===== config.mk =====
export PLATFORM = sky130hd
export DESIGN_NAME = flash_led_one_wire_controller
export DESIGN_NICKNAME = d
export VERILOG_FILES = /design/src/rtl/core/flolc_pkg.sv /design/src/rtl/core/flash_led_one_wire_controller.sv /design/src/rtl/core/flolc_decode.sv /design/src/rtl/core/flolc_frame.sv
export SDC_FILE = /design/constraint.sdc
export NUM_CORES = 1
export LEC_CHECK = 0
export ABC_CLOCK_PERIOD_IN_PS = 6550
export CORE_MARGIN = 1
export CORE_UTILIZATION = 40
export DETAILED_ROUTE_END_ITERATION = 16
export DONT_BUFFER_PORTS = 1
export PLACE_DENSITY_LB_ADDON = 0.05
export SYNTH_ARGS = -nofsm -noshare
export SYNTH_HDL_FRONTEND = slang
export SYNTH_SLANG_ARGS = --single-unit

===== constraint.sdc =====
create_clock -name clk -period 6.55 [get_ports clk]
set_input_delay 0.655 -clock clk [delete_from_list [all_inputs] [get_ports clk]]
set_output_delay 0.655 -clock clk [all_outputs]
set_load 0.1 [all_outputs]

===== src/rtl/core/flolc_pkg.sv =====
`timescale 1ns / 1ps

package flolc_pkg;

  // request opcodes
  localparam logic [1:0] OP_TICK   = 2'd0;
  localparam logic [1:0] OP_BRIGHT = 2'd1;
  localparam logic [1:0] OP_FLASH  = 2'd2;
  localparam logic [1:0] OP_TORCH  = 2'd3;

  // configuration register indexes
  localparam logic [2:0] CFG_SHORT    = 3'd0;
  localparam logic [2:0] CFG_LONG     = 3'd1;
  localparam logic [2:0] CFG_START    = 3'd2;
  localparam logic [2:0] CFG_END_LOW  = 3'd3;
  localparam logic [2:0] CFG_END_HIGH = 3'd4;
  localparam logic [2:0] CFG_AUTO_OFF = 3'd5;

  localparam int CfgIdxW  = 3;
  localparam int CfgDataW = 20;

  // command bytes
  localparam logic [7:0] CMD_OFF        = 8'hA0;
  localparam logic [7:0] CMD_TORCH_TAIL = 8'hA1;
  localparam logic [7:0] CMD_FLASH_TAIL = 8'hA2;
  localparam logic [7:0] CMD_FLASH_BASE = 8'h80;
  localparam logic [7:0] CMD_FLASH_MAX  = 8'h8C;
  localparam logic [7:0] CMD_TORCH_DEF  = 8'h65;

  // request value limits
  localparam logic [15:0] BRIGHT_TORCH_LO = 16'd125;
  localparam logic [15:0] BRIGHT_TORCH_HI = 16'd128;
  localparam logic [15:0] BRIGHT_FLASH_LO = 16'd129;
  localparam logic [15:0] BRIGHT_FLASH_HI = 16'd142;
  localparam logic [15:0] BRIGHT_FULL     = 16'd255;
  localparam logic [15:0] FLASH_MA_MAX    = 16'd1000;
  localparam logic [15:0] TORCH_MA_MAX    = 16'd224;

  // register reset values
  localparam logic [7:0]  RST_SHORT    = 8'd40;
  localparam logic [7:0]  RST_LONG     = 8'd80;
  localparam logic [7:0]  RST_START    = 8'd30;
  localparam logic [7:0]  RST_END_LOW  = 8'd20;
  localparam logic [11:0] RST_END_HIGH = 12'd1000;
  localparam logic [19:0] RST_AUTO_OFF = 20'd600000;

  typedef struct packed {
    logic [7:0]  short_time;
    logic [7:0]  long_time;
    logic [7:0]  start_time;
    logic [7:0]  end_low_time;
    logic [11:0] end_high_time;
    logic [19:0] auto_off_time;
  } cfg_t;

  typedef struct packed {
    logic       ok;
    logic [7:0] first;
    logic [7:0] second;
    logic       two;
    logic       flash;
  } dec_t;

  typedef struct packed {
    logic line_level;
    logic busy_res;
    logic rejected;
    logic timer_armed;
  } res_t;

  function automatic logic [7:0] torch_code(input logic [1:0] idx);
    logic [7:0] c;
    case (idx)
      2'd0:    c = 8'h61;
      2'd1:    c = 8'h63;
      2'd2:    c = 8'h65;
      default: c = 8'h64;
    endcase
    return c;
  endfunction

  // a zero duration still lasts one tick
  function automatic logic [11:0] at_least_one(input logic [11:0] v);
    return (v == 12'd0) ? 12'd1 : v;
  endfunction

endpackage


===== src/rtl/core/flash_led_one_wire_controller.sv =====
`timescale 1ns / 1ps
// latency: the result of an input transfer is on the out_ port the next cycle
// throughput: one item per cycle while in_ready is high; the frame state advances once per accepted item
// in_ready drops only while a result waits in the output register and out_ready is low
// reset (synchronous, rst_n low): line low, frame idle, auto-off cleared,
// output register empty, timing registers back to their defaults
module flash_led_one_wire_controller (
  input  logic                            clk,
  input  logic                            rst_n,
  input  logic                            in_valid,
  output logic                            in_ready,
  input  logic [1:0]                      in_opcode,
  input  logic [15:0]                     in_request_value,
  output logic                            out_valid,
  input  logic                            out_ready,
  output logic                            out_line_level,
  output logic                            out_busy_res,
  output logic                            out_rejected,
  output logic                            out_timer_armed,
  input  logic                            cfg_valid,
  output logic                            cfg_ready,
  input  logic [flolc_pkg::CfgIdxW-1:0]   cfg_index,
  input  logic [flolc_pkg::CfgDataW-1:0]  cfg_data
);
  import flolc_pkg::*;

  cfg_t cfg_r;
  res_t res, res_r;
  logic out_valid_r;
  logic accept;
  logic busy_now;

  assign cfg_ready = 1'b1;
  assign in_ready  = !out_valid_r || out_ready;
  assign accept    = in_valid && in_ready;

  always_ff @(posedge clk) begin
    if (!rst_n) begin
      cfg_r.short_time    <= RST_SHORT;
      cfg_r.long_time     <= RST_LONG;
      cfg_r.start_time    <= RST_START;
      cfg_r.end_low_time  <= RST_END_LOW;
      cfg_r.end_high_time <= RST_END_HIGH;
      cfg_r.auto_off_time <= RST_AUTO_OFF;
    end else if (cfg_valid && cfg_ready) begin
      unique case (cfg_index)
        CFG_SHORT:    cfg_r.short_time    <= cfg_data[7:0];
        CFG_LONG:     cfg_r.long_time     <= cfg_data[7:0];
        CFG_START:    cfg_r.start_time    <= cfg_data[7:0];
        CFG_END_LOW:  cfg_r.end_low_time  <= cfg_data[7:0];
        CFG_END_HIGH: cfg_r.end_high_time <= cfg_data[11:0];
        CFG_AUTO_OFF: cfg_r.auto_off_time <= cfg_data;
        default:      ;
      endcase
    end
  end

  flolc_frame u_frame (
    .clk           (clk),
    .rst_n         (rst_n),
    .step          (accept),
    .opcode        (in_opcode),
    .request_value (in_request_value),
    .cfg           (cfg_r),
    .res           (res),
    .busy_now      (busy_now)
  );

  // output register: holds a result until its transfer
  always_ff @(posedge clk) begin
    if (!rst_n) begin
      out_valid_r <= 1'b0;
    end else if (accept) begin
      out_valid_r <= 1'b1;
    end else if (out_ready) begin
      out_valid_r <= 1'b0;
    end
  end

  always_ff @(posedge clk) begin
    if (accept) begin
      res_r <= res;
    end
  end

  assign out_valid       = out_valid_r;
  assign out_line_level  = res_r.line_level;
  assign out_busy_res    = res_r.busy_res;
  assign out_rejected    = res_r.rejected;
  assign out_timer_armed = res_r.timer_armed;

  a_accept_gives_result : assert property (@(posedge clk) disable iff (!rst_n)
    accept |=> out_valid)
    else $error("accepted item produced no result");

  a_tick_never_rejected : assert property (@(posedge clk) disable iff (!rst_n)
    (accept && in_opcode == OP_TICK) |=> !out_rejected)
    else $error("tick item flagged as rejected");

  a_busy_request_rejected : assert property (@(posedge clk) disable iff (!rst_n)
    (accept && in_opcode != OP_TICK && busy_now) |=> out_rejected)
    else $error("request while busy was not rejected");

  a_busy_holds_on_stall : assert property (@(posedge clk) disable iff (!rst_n)
    (!accept && busy_now) |=> busy_now)
    else $error("frame state moved without an accepted item");

endmodule


===== src/rtl/core/flolc_decode.sv =====
`timescale 1ns / 1ps

module flolc_decode (
  input  logic [1:0]      opcode,
  input  logic [15:0]     request_value,
  output flolc_pkg::dec_t dec
);
  import flolc_pkg::*;

  logic [7:0] flash_step;

  assign flash_step = 8'(request_value[7:0] - BRIGHT_FLASH_LO[7:0]) + CMD_FLASH_BASE;

  always_comb begin
    dec = '0;
    if (request_value == 16'd0) begin
      dec.ok    = (opcode != OP_TICK);
      dec.first = CMD_OFF;
    end else begin
      unique case (opcode)
        OP_BRIGHT: begin
          if (request_value >= BRIGHT_TORCH_LO && request_value <= BRIGHT_TORCH_HI) begin
            dec.ok     = 1'b1;
            dec.first  = torch_code(2'(request_value[1:0] - 2'd1));
            dec.second = CMD_TORCH_TAIL;
            dec.two    = 1'b1;
          end else if ((request_value >= BRIGHT_FLASH_LO && request_value <= BRIGHT_FLASH_HI)
                       || request_value == BRIGHT_FULL) begin
            dec.ok     = 1'b1;
            dec.first  = (request_value < BRIGHT_FLASH_HI) ? flash_step : CMD_FLASH_MAX;
            dec.second = CMD_FLASH_TAIL;
            dec.two    = 1'b1;
            dec.flash  = 1'b1;
          end
        end
        OP_FLASH: begin
          if (request_value <= FLASH_MA_MAX) begin
            dec.ok     = 1'b1;
            dec.first  = CMD_FLASH_MAX;
            dec.second = CMD_FLASH_TAIL;
            dec.two    = 1'b1;
            dec.flash  = 1'b1;
          end
        end
        OP_TORCH: begin
          if (request_value <= TORCH_MA_MAX) begin
            dec.ok     = 1'b1;
            dec.first  = CMD_TORCH_DEF;
            dec.second = CMD_TORCH_TAIL;
            dec.two    = 1'b1;
          end
        end
        default: dec.ok = 1'b0;
      endcase
    end
  end

endmodule


===== src/rtl/core/flolc_frame.sv =====
`timescale 1ns / 1ps

module flolc_frame (
  input  logic             clk,
  input  logic             rst_n,
  input  logic             step,
  input  logic [1:0]       opcode,
  input  logic [15:0]      request_value,
  input  flolc_pkg::cfg_t  cfg,
  output flolc_pkg::res_t  res,
  output logic             busy_now
);
  import flolc_pkg::*;

  typedef enum logic [2:0] {
    PH_IDLE, PH_START, PH_BLOW, PH_BHIGH, PH_ENDLOW, PH_ENDHIGH
  } phase_t;

  phase_t      phase_r, phase_nxt;
  logic        line_r, line_nxt;
  logic [2:0]  bitpos_r, bitpos_nxt;
  logic [11:0] pcnt_r, pcnt_nxt;
  logic [7:0]  shift_r, shift_nxt;
  logic [7:0]  qbyte_r, qbyte_nxt;
  logic        qvalid_r, qvalid_nxt;
  logic [19:0] offcnt_r, offcnt_nxt;
  logic        offarmed_r, offarmed_nxt;
  logic        offwait_r, offwait_nxt;

  dec_t        dec;
  logic        req, start, done, rej;
  logic        cur_bit, next_bit;
  logic [19:0] cnt_dec;

  flolc_decode u_decode (
    .opcode        (opcode),
    .request_value (request_value),
    .dec           (dec)
  );

  assign busy_now = (phase_r != PH_IDLE) || qvalid_r;
  assign req      = (opcode != OP_TICK);
  assign start    = req && !busy_now && dec.ok;
  assign cur_bit  = shift_r[bitpos_r];
  assign next_bit = shift_r[3'(bitpos_r - 3'd1)];
  assign cnt_dec  = (offcnt_r != 20'd0) ? 20'(offcnt_r - 20'd1) : 20'd0;

  always_comb begin
    phase_nxt    = phase_r;
    line_nxt     = line_r;
    bitpos_nxt   = bitpos_r;
    pcnt_nxt     = pcnt_r;
    shift_nxt    = shift_r;
    qbyte_nxt    = qbyte_r;
    qvalid_nxt   = qvalid_r;
    offcnt_nxt   = offcnt_r;
    offarmed_nxt = offarmed_r;
    offwait_nxt  = offwait_r;
    done         = 1'b0;
    rej          = req && !start;

    if (start) begin
      shift_nxt  = dec.first;
      bitpos_nxt = 3'd7;
      phase_nxt  = PH_START;
      line_nxt   = 1'b1;
      pcnt_nxt   = at_least_one({4'd0, cfg.start_time});
      if (dec.two) begin
        qbyte_nxt  = dec.second;
        qvalid_nxt = 1'b1;
      end
      if (dec.flash) begin
        offwait_nxt = 1'b1;
      end
    end else if (phase_r != PH_IDLE) begin
      if (pcnt_r > 12'd1) begin
        pcnt_nxt = 12'(pcnt_r - 12'd1);
      end else begin
        unique case (phase_r)
          PH_START: begin
            phase_nxt = PH_BLOW;
            line_nxt  = 1'b0;
            pcnt_nxt  = at_least_one({4'd0, cur_bit ? cfg.short_time : cfg.long_time});
          end
          PH_BLOW: begin
            phase_nxt = PH_BHIGH;
            line_nxt  = 1'b1;
            pcnt_nxt  = at_least_one({4'd0, cur_bit ? cfg.long_time : cfg.short_time});
          end
          PH_BHIGH: begin
            line_nxt = 1'b0;
            if (bitpos_r == 3'd0) begin
              phase_nxt = PH_ENDLOW;
              pcnt_nxt  = at_least_one({4'd0, cfg.end_low_time});
            end else begin
              bitpos_nxt = 3'(bitpos_r - 3'd1);
              phase_nxt  = PH_BLOW;
              pcnt_nxt   = at_least_one({4'd0, next_bit ? cfg.short_time : cfg.long_time});
            end
          end
          PH_ENDLOW: begin
            phase_nxt = PH_ENDHIGH;
            line_nxt  = 1'b1;
            pcnt_nxt  = at_least_one(cfg.end_high_time);
          end
          PH_ENDHIGH: begin
            if (qvalid_r) begin
              qvalid_nxt = 1'b0;
              shift_nxt  = qbyte_r;
              bitpos_nxt = 3'd7;
              phase_nxt  = PH_START;
              line_nxt   = 1'b1;
              pcnt_nxt   = at_least_one({4'd0, cfg.start_time});
            end else begin
              phase_nxt = PH_IDLE;
              pcnt_nxt  = 12'd0;
              done      = 1'b1;
            end
          end
          default: phase_nxt = PH_IDLE;
        endcase
      end
    end

    // auto-off arms once the flash command sequence has gone out
    if (done && offwait_r) begin
      offwait_nxt = 1'b0;
      if (!offarmed_r) begin
        offarmed_nxt = 1'b1;
        offcnt_nxt   = cfg.auto_off_time;
      end
    end

    if (offarmed_r) begin
      offcnt_nxt = cnt_dec;
      if (cnt_dec == 20'd0 && phase_nxt == PH_IDLE && !qvalid_nxt) begin
        offarmed_nxt = 1'b0;
        shift_nxt    = CMD_OFF;
        bitpos_nxt   = 3'd7;
        phase_nxt    = PH_START;
        line_nxt     = 1'b1;
        pcnt_nxt     = at_least_one({4'd0, cfg.start_time});
      end
    end

    res.line_level  = line_nxt;
    res.busy_res    = (phase_nxt != PH_IDLE) || qvalid_nxt;
    res.rejected    = rej;
    res.timer_armed = offarmed_nxt || offwait_nxt;
  end

  always_ff @(posedge clk) begin
    if (!rst_n) begin
      phase_r    <= PH_IDLE;
      line_r     <= 1'b0;
      bitpos_r   <= 3'd0;
      pcnt_r     <= 12'd0;
      shift_r    <= 8'd0;
      qbyte_r    <= 8'd0;
      qvalid_r   <= 1'b0;
      offcnt_r   <= 20'd0;
      offarmed_r <= 1'b0;
      offwait_r  <= 1'b0;
    end else if (step) begin
      phase_r    <= phase_nxt;
      line_r     <= line_nxt;
      bitpos_r   <= bitpos_nxt;
      pcnt_r     <= pcnt_nxt;
      shift_r    <= shift_nxt;
      qbyte_r    <= qbyte_nxt;
      qvalid_r   <= qvalid_nxt;
      offcnt_r   <= offcnt_nxt;
      offarmed_r <= offarmed_nxt;
      offwait_r  <= offwait_nxt;
    end
  end

endmodule


==> flow_metrics.py, run 1 <==
metrics = {
    "die": {
        "ios": 53,
        "start_util_pct": 41.0,
        "core_mm2": 0.0180,
        "rows": 49,
        "die_h_um": 138,
        "die_w_um": 138,
        "dieArea_mm2": 0.0190,
    },
    "clocking": {
        "cts_resized": 0,
        "clk_path_buf_depth": 2,
        "cts.sinks": 122,
        "cts_hold_buf": 0,
        "h-tree-depth": 4,
        "cts_setup_buffers": 0,
        "tritoncts": "built",
        "cts_made_buffers": 17,
        "clkTransAtPathRegs_ns": 0.06,
        "clk_latency_ns": 0.43,
        "root_buffer": "clkbuf_16",
    },
    "synthesis": {
        "synth_top_cell_by_area": "dfxtp_1",
        "syn_area_per_cell_um2": 7.66,
        "ys.flop_type": "dfxtp_1",
        "ys_seq_area_share_pct": 33.6,
        "synth_warnings": 0,
        "yosys-top-cells-area": "dfxtp_1 32%, nand2_1 9.3%, a21boi_0 5.2%",
        "synth-edff-count": 4,
        "synth_top_area_share_pct": 32.0,
        "synth-async-reset-ratio_pct": 0,
        "synth_nets": 1025,
        "synth_seq_cells": 122,
        "yosysUniqueCellTypes": 78,
        "netlist_instances": 965,
        "syn_area_mm2": 0.00739,
    },
    "global_routing": {
        "antenna_found_initial": 0,
        "grt_use_total_pct": 24.8,
        "grt_pass1_wl_mm": 36.0,
        "grt_max_degree": 126,
        "grt_pass1_vias": 6631,
        "gr-total-overflow": 0,
    },
    "timing": {
        "tns_ns": 0,
        "maxSlewHeadroom_pct": 23.0,
        "drv_slew": 0,
        "clock_skew_ns": 0.0165,
        "clock.fmax_ghz": 0.248,
        "rsz0062_at_grt": "false",
        "hold_viol": 0,
        "setup_viol": 0,
        "tightestPinTransition_ns": 1.15,
        "fin_crit_sh_pct": 61.5,
        "finalCriticalPeriod_ns": 4.03,
    },
    "cells_and_area": {
        "finalNetCount": 991,
        "antenna_cells": 0,
        "synthToLayoutAreaGrowth_pct": 9.56,
        "final_layout_size_suffix_gt1_share_pct": 6.69,
        "instances_no_fill": 1171,
    },
    "drt": {
        "viasPerCell": 6.01,
        "wire_per_inst_um": 19.1,
        "drt-initial-drc-count": 566,
        "via_count": 7034,
        "remaining_drc_errors": 0,
        "final_antenna_net_count": 0,
        "first_pass_iters": 5,
        "wirelength_mm": 22.4,
    },
    "worst_setup_path": {
        "critPathArrivalTime_ns": 4.34,
        "end_kind": "flop",
        "startpoint_type": "flop",
        "crit_path_max_fanout": 27,
        "required_ns": 6.86,
        "critPathKind": "flop to flop",
    },
    "place": {
        "port_buffers": 0,
        "dp_cells": 1141,
        "gp_congestion": 0.903,
        "hpwlAfterDp_mm": 15.8,
    },
    "pwr": {
        "p_leak_nw": 2.96,
        "ir_worst_vdd_uv": 183,
        "power_density_mw_per_mm2": 250,
    },
    "hold_path": {
        "hold_path_class": "input pin to flop",
    },
    "status": {
        "outcome": "finished clean",
    },
    "run": {
        "drv_cap": 0,
    },
}
==> cell usage in the layout, fill, tap and decap left out, types with 8 or more instances in the layout <==
cell and n:
a21oi_1 47, nand3_1 50, ha_1 14, nor3_1 30, nor2b_1 22, mux2i_1 17
nand4_1 10, xor2_1 8, a31oi_1 14, a22oi_1 14, a21boi_0 51, dfxtp_1 118
o211ai_1 11, clkbuf_16 17, nor4_1 14, nand2b_1 9, nor2_1 57, inv_1 26
o21ai_0 58, nand2_1 183, and3_1 8
==> sequential cells by signal, summed over array words and instances (netlist names), 3 cells and up <==
signal	count
cfg_r	64
u_frame.offcnt_r	20
u_frame.pcnt_r	12
u_frame.shift_r	8
u_frame.bitpos_r	3
u_frame.phase_r	3
u_frame.qbyte_r	3
==> routing by layer <==
layer | vias to the layer above | global-route usage (%) | wire length (um)
li1 | 3436 | - | -
met1 | 3362 | 34.9 | 10700
met2 | 211 | 37.9 | 10100
met3 | 25 | 5.52 | 1290
met4 | 0 | 6.46 | 242
met5 | - | 0 | 0
==> report_power, final <==
part           internal (mW)  switching, mW
Clock                  0.636          0.369
Combinational         0.0758          0.135
Sequential             0.769         0.0424
==> cells in the mapped netlist, types with 17 or more instances <==
cell / count
a21oi_1: 47
a21boi_0: 51
clkbuf_1: 52
nand2_1: 183
o21ai_0: 58
inv_1: 26
mux2i_1: 17
nand3_1: 50
nor2b_1: 23
nor2_1: 57
nor3_1: 30
dfxtp_1: 118
==> final timing paths <==
check	startpoint	to	slack, ns	cells past startpoint
max	out_valid	u_frame.offcnt_r[6]	2.52	9
min	rst_n	cfg_r[16]	0.32	1
max reg2reg	out_valid	u_frame.offcnt_r[6]	2.52	9
min reg2reg	cfg_r[0]	cfg_r[0]	0.46	2
==> worst max-delay path: stages (launching register included) <==
cell and delay, ns:
dfxtp_1 0.95, nand2b_1 0.85, nand2_1 0.25, buf_4 0.34, inv_1 0.25, buf_4 0.29
nand2b_1 0.45, o21ai_0 0.15, a221oi_1 0.29, nor2b_1 0.07
==> cell families after synthesis <==
logic type               share of synthesized area [%]
adder cells (fa/ha/maj)                           2.37
buffers and inverters                             4.64
flip-flops                                        33.6
multiplexers                                      3.86
other                                           0.0507
AO/OA/AOI/OAI                                     26.0
XOR/XNOR                                          1.42
AND/OR/NAND/NOR                                   28.0
==> layout make-up <==
type	count	area [um^2]
well taps	229	287
repair buffers	6	45.0
multi-input cells	758	4570
inverters	26	97.6
clock inverters	13	193
flip-flops and latches	122	2480
fillers	1851	9920
clock buffers	17	425
==> through the flow <==
step                      power [mW]  area (um^2)  hold slack [ns]  setup WS [ns]  util (%)
after global placement          1.03         7480            0.455           2.56      41.5
after detailed placement        1.03         7480            0.459           2.49      41.5
after floorplan                0.988         7390            0.433           3.37         -
final                           2.03         8100            0.319           2.52      44.9
after CTS                       2.03         8100            0.294           2.52      44.9
after global routing            2.10         8100            0.291           2.31      44.9
Power figures use the tool's default switching activity.
==> run 2, diff against run 1 <==
- ABC_AREA: default -> 1
- ABC_CLOCK_PERIOD_IN_PS: 6550 -> 4200
- clock period: 6.55 -> 4.2 ns (I/O delays scaled with it)
==> run 2 against run 1 <==
Against the previous run: worst setup slack got worse by 1.5 ns; register-to-register slack got worse by 1.5 ns; total power is 100% higher; via count rose by 13%; synthesized cell count grew 29%; design area grew 5.5%; fmax is 28% higher; critical path type unchanged; largest power group unchanged.
==> flow_metrics.py, run 2 <==
metrics = {
    "drt": {
        "drt-initial-drc-count": 665,
        "wire_per_inst_um": 16.1,
        "remaining_drc_errors": 0,
        "via_count": 7949,
        "first_pass_iters": 7,
        "wirelength_mm": 24.2,
        "viasPerCell": 5.31,
        "final_antenna_net_count": 0,
    },
    "worst_setup_path": {
        "cp_slowest_cell": "nand2_1",
        "crit_path_max_incr_delay_ns": 0.53,
        "end_kind": "flop",
        "startpoint_type": "flop",
        "cp_num_buf_inv": 1,
        "crit_path_max_fanout": 20,
        "critPathKind": "flop to flop",
        "required_ns": 4.49,
        "worstPathCellList": "inv_2 > nand2_1 > nand3_1 > nand3_1 > nand2_1 > o21ai_1 > o22ai_1 > o21ai_0 > nand3_1 > o21ai_0 > nand3_1 > nand3_1 > a21oi_1",
        "critPathArrivalTime_ns": 3.44,
        "worst_path_dominant_cell_family": "simple AND/OR/NAND/NOR gates",
        "path_common_cell": "nand3_1",
    },
    "cells_and_area": {
        "instances_no_fill": 1498,
        "fillers": 2064,
        "antenna_cells": 0,
        "top_register": "cfg_r",
        "reg.largest.list": "cfg_r: 64 flops, u_frame.offcnt_r: 20 flops, u_frame.pcnt_r: 12 flops",
        "largest_reg_flops": 64,
        "finalNetCount": 1285,
        "synthToLayoutAreaGrowth_pct": 9.70,
        "layout_commonest_cell": "nand2_1",
        "layout_common_cells": "265 x nand2_1, 162 x inv_1, 135 x nor2_1",
        "final_layout_size_suffix_gt1_share_pct": 6.46,
        "regArea_mm2": 0.00248,
        "multi_input_area_mm2": 0.00443,
    },
    "die": {
        "die_w_um": 142,
        "dieArea_mm2": 0.0200,
        "ios": 53,
        "core_mm2": 0.0189,
        "start_util_pct": 41.2,
        "rows": 50,
        "die_h_um": 142,
    },
    "clocking": {
        "cts.sinks": 122,
        "h-tree-depth": 4,
        "tritoncts": "built",
        "clkTransAtPathRegs_ns": 0.07,
        "cts_made_buffers": 17,
        "cts_hold_buf": 0,
        "clk_path_buf_depth": 2,
        "cts_resized": 0,
        "clk_latency_ns": 0.43,
        "cts_setup_buffers": 0,
        "root_buffer": "clkbuf_16",
    },
    "pwr": {
        "p_seq_share_pct": 33.5,
        "ir_worst_vdd_uv": 306,
        "intPower_mw": 2.49,
        "p_leak_nw": 3.90,
        "power_density_mw_per_mm2": 476,
        "p_sw_mw": 1.57,
        "switching_share_pct": 38.7,
        "pwr-share-clk_pct": 36.3,
        "pwr-share-comb_pct": 30.2,
    },
    "synthesis": {
        "syn_area_per_cell_um2": 6.27,
        "synth-edff-count": 4,
        "synth_top_cell_by_area": "dfxtp_1",
        "synth_warnings": 0,
        "synth_nets": 1302,
        "syn_area_mm2": 0.00779,
        "synth_top_area_share_pct": 30.3,
        "ys_seq_area_share_pct": 31.9,
        "synth.most_common_cell": "nand2_1",
        "ys.flop_type": "dfxtp_1",
        "synth_common_cells": "265 x nand2_1, 162 x inv_1, 135 x nor2_1",
        "synth-async-reset-ratio_pct": 0,
        "synth_seq_cells": 122,
        "yosys-top-cells-area": "dfxtp_1 30%, nand2_1 13%, inv_1 7.8%",
        "netlist_instances": 1242,
        "yosysUniqueCellTypes": 49,
    },
    "global_routing": {
        "grt_max_degree": 87,
        "gr-total-overflow": 0,
        "antenna_found_initial": 0,
        "grt_use_total_pct": 25.0,
        "grt_pass1_wl_mm": 39.0,
        "grt_pass1_vias": 7171,
    },
    "timing": {
        "drv_slew": 0,
        "finalCriticalPeriod_ns": 3.15,
        "clock_skew_ns": 0.0165,
        "fin_crit_sh_pct": 75.0,
        "clock.fmax_ghz": 0.318,
        "tns_ns": 0,
        "maxSlewHeadroom_pct": 33.8,
        "rsz0062_at_grt": "false",
        "tightestPinTransition_ns": 0.995,
        "hold_viol": 0,
        "setup_viol": 0,
    },
    "place": {
        "dp_cells": 1466,
        "gp_congestion": 0.898,
        "hpwlAfterDp_mm": 17.9,
        "port_buffers": 0,
    },
    "run": {
        "drv_cap": 0,
    },
    "hold_path": {
        "hold_path_class": "input pin to flop",
    },
    "status": {
        "outcome": "finished clean",
    },
}
[run 2: changes by cell type in the layout (fill, tap and decap cells not counted), moves of 60 or more]
cell / before / now
a21oi_1: 47 / 117
inv_1: 26 / 162
nand2_1: 183 / 265
nor2_1: 57 / 135
o21ai_0: 58 / 118
[run 2: cell type report]
type	count	share of cell area, %
clock inverter	14	1.77
sequential	122	29.1
tap	260	3.81
timing repair buffer	8	0.703
clock buffer	18	5.14
multi-input combinational	902	51.9
inverter	174	7.64
[run 2: cell families (layout without fill, tap and decap cells)]
kind of cell	count (synthesis)	after routing	share of synthesized area (%)
adder cells (fa/ha/maj)	14	14	2.25
AND/OR/NAND/NOR	570	570	31.7
other	1	1	0.0482
AO/OA/AOI/OAI	304	304	21.4
buffers and inverters	218	214	11.2
XOR/XNOR	13	13	1.46
flip-flops	122	122	31.9
[run 2: layer usage]
layer  vias up  global-route usage (%)  part of all wire (%)
met2       209                    36.7                    43
met4         0                    7.70                   1.7
met5         -                       0                     0
met3        29                    5.16                   5.6
li1       4086                       -                     -
met1      3625                    36.4                    50
[run 2: path summary, 6_finish.rpt]
kind                        from  depth (start not counted)  slack [ns]           endpoint
max          u_frame.bitpos_r[0]                         13        1.05  u_frame.pcnt_r[5]
min                 cfg_data[15]                          2        0.12          cfg_r[15]
max reg2reg  u_frame.bitpos_r[0]                         13        1.05  u_frame.pcnt_r[5]
min reg2reg            cfg_r[19]                          2        0.46          cfg_r[19]
[run 2: metrics by stage]
| stage | total power, mW | worst slack (ns) | utilization, % | area [um^2] | hold WS (ns) |
|---|---|---|---|---|---|
| detailed placement | 2.60 | 1.09 | 42.1 | 7950 | 0.447 |
| CTS | 4.09 | 1.10 | 45.2 | 8540 | 0.0911 |
| finish | 4.07 | 1.05 | 45.2 | 8540 | 0.119 |
| global placement | 2.61 | 1.04 | 42.1 | 7950 | 0.443 |
| floorplan | 2.34 | 1.06 | - | 7790 | 0.423 |
| global route | 4.32 | 0.734 | 45.2 | 8540 | 0.0942 |
[run 2: worst reg2reg max path, cell delays in order (launching register included)]
cell and delay, ns:
dfxtp_1 0.50, inv_2 0.19, nand2_1 0.09, nand3_1 0.07, nand3_1 0.43, nand2_1 0.54, o21ai_1 0.39, o22ai_1 0.11
o21ai_0 0.25, nand3_1 0.09, o21ai_0 0.10, nand3_1 0.10, nand3_1 0.11, a21oi_1 0.06
[run 2: power by group through the flow]
stage               registers [mW]  clock network, mW  logic (mW)
floorplan                     1.36                  0       0.977
global placement              1.38                  0        1.22
detailed placement            1.38                  0        1.21
CTS                           1.36               1.51        1.22
global route                  1.37               1.56        1.40
finish                        1.36               1.48        1.23
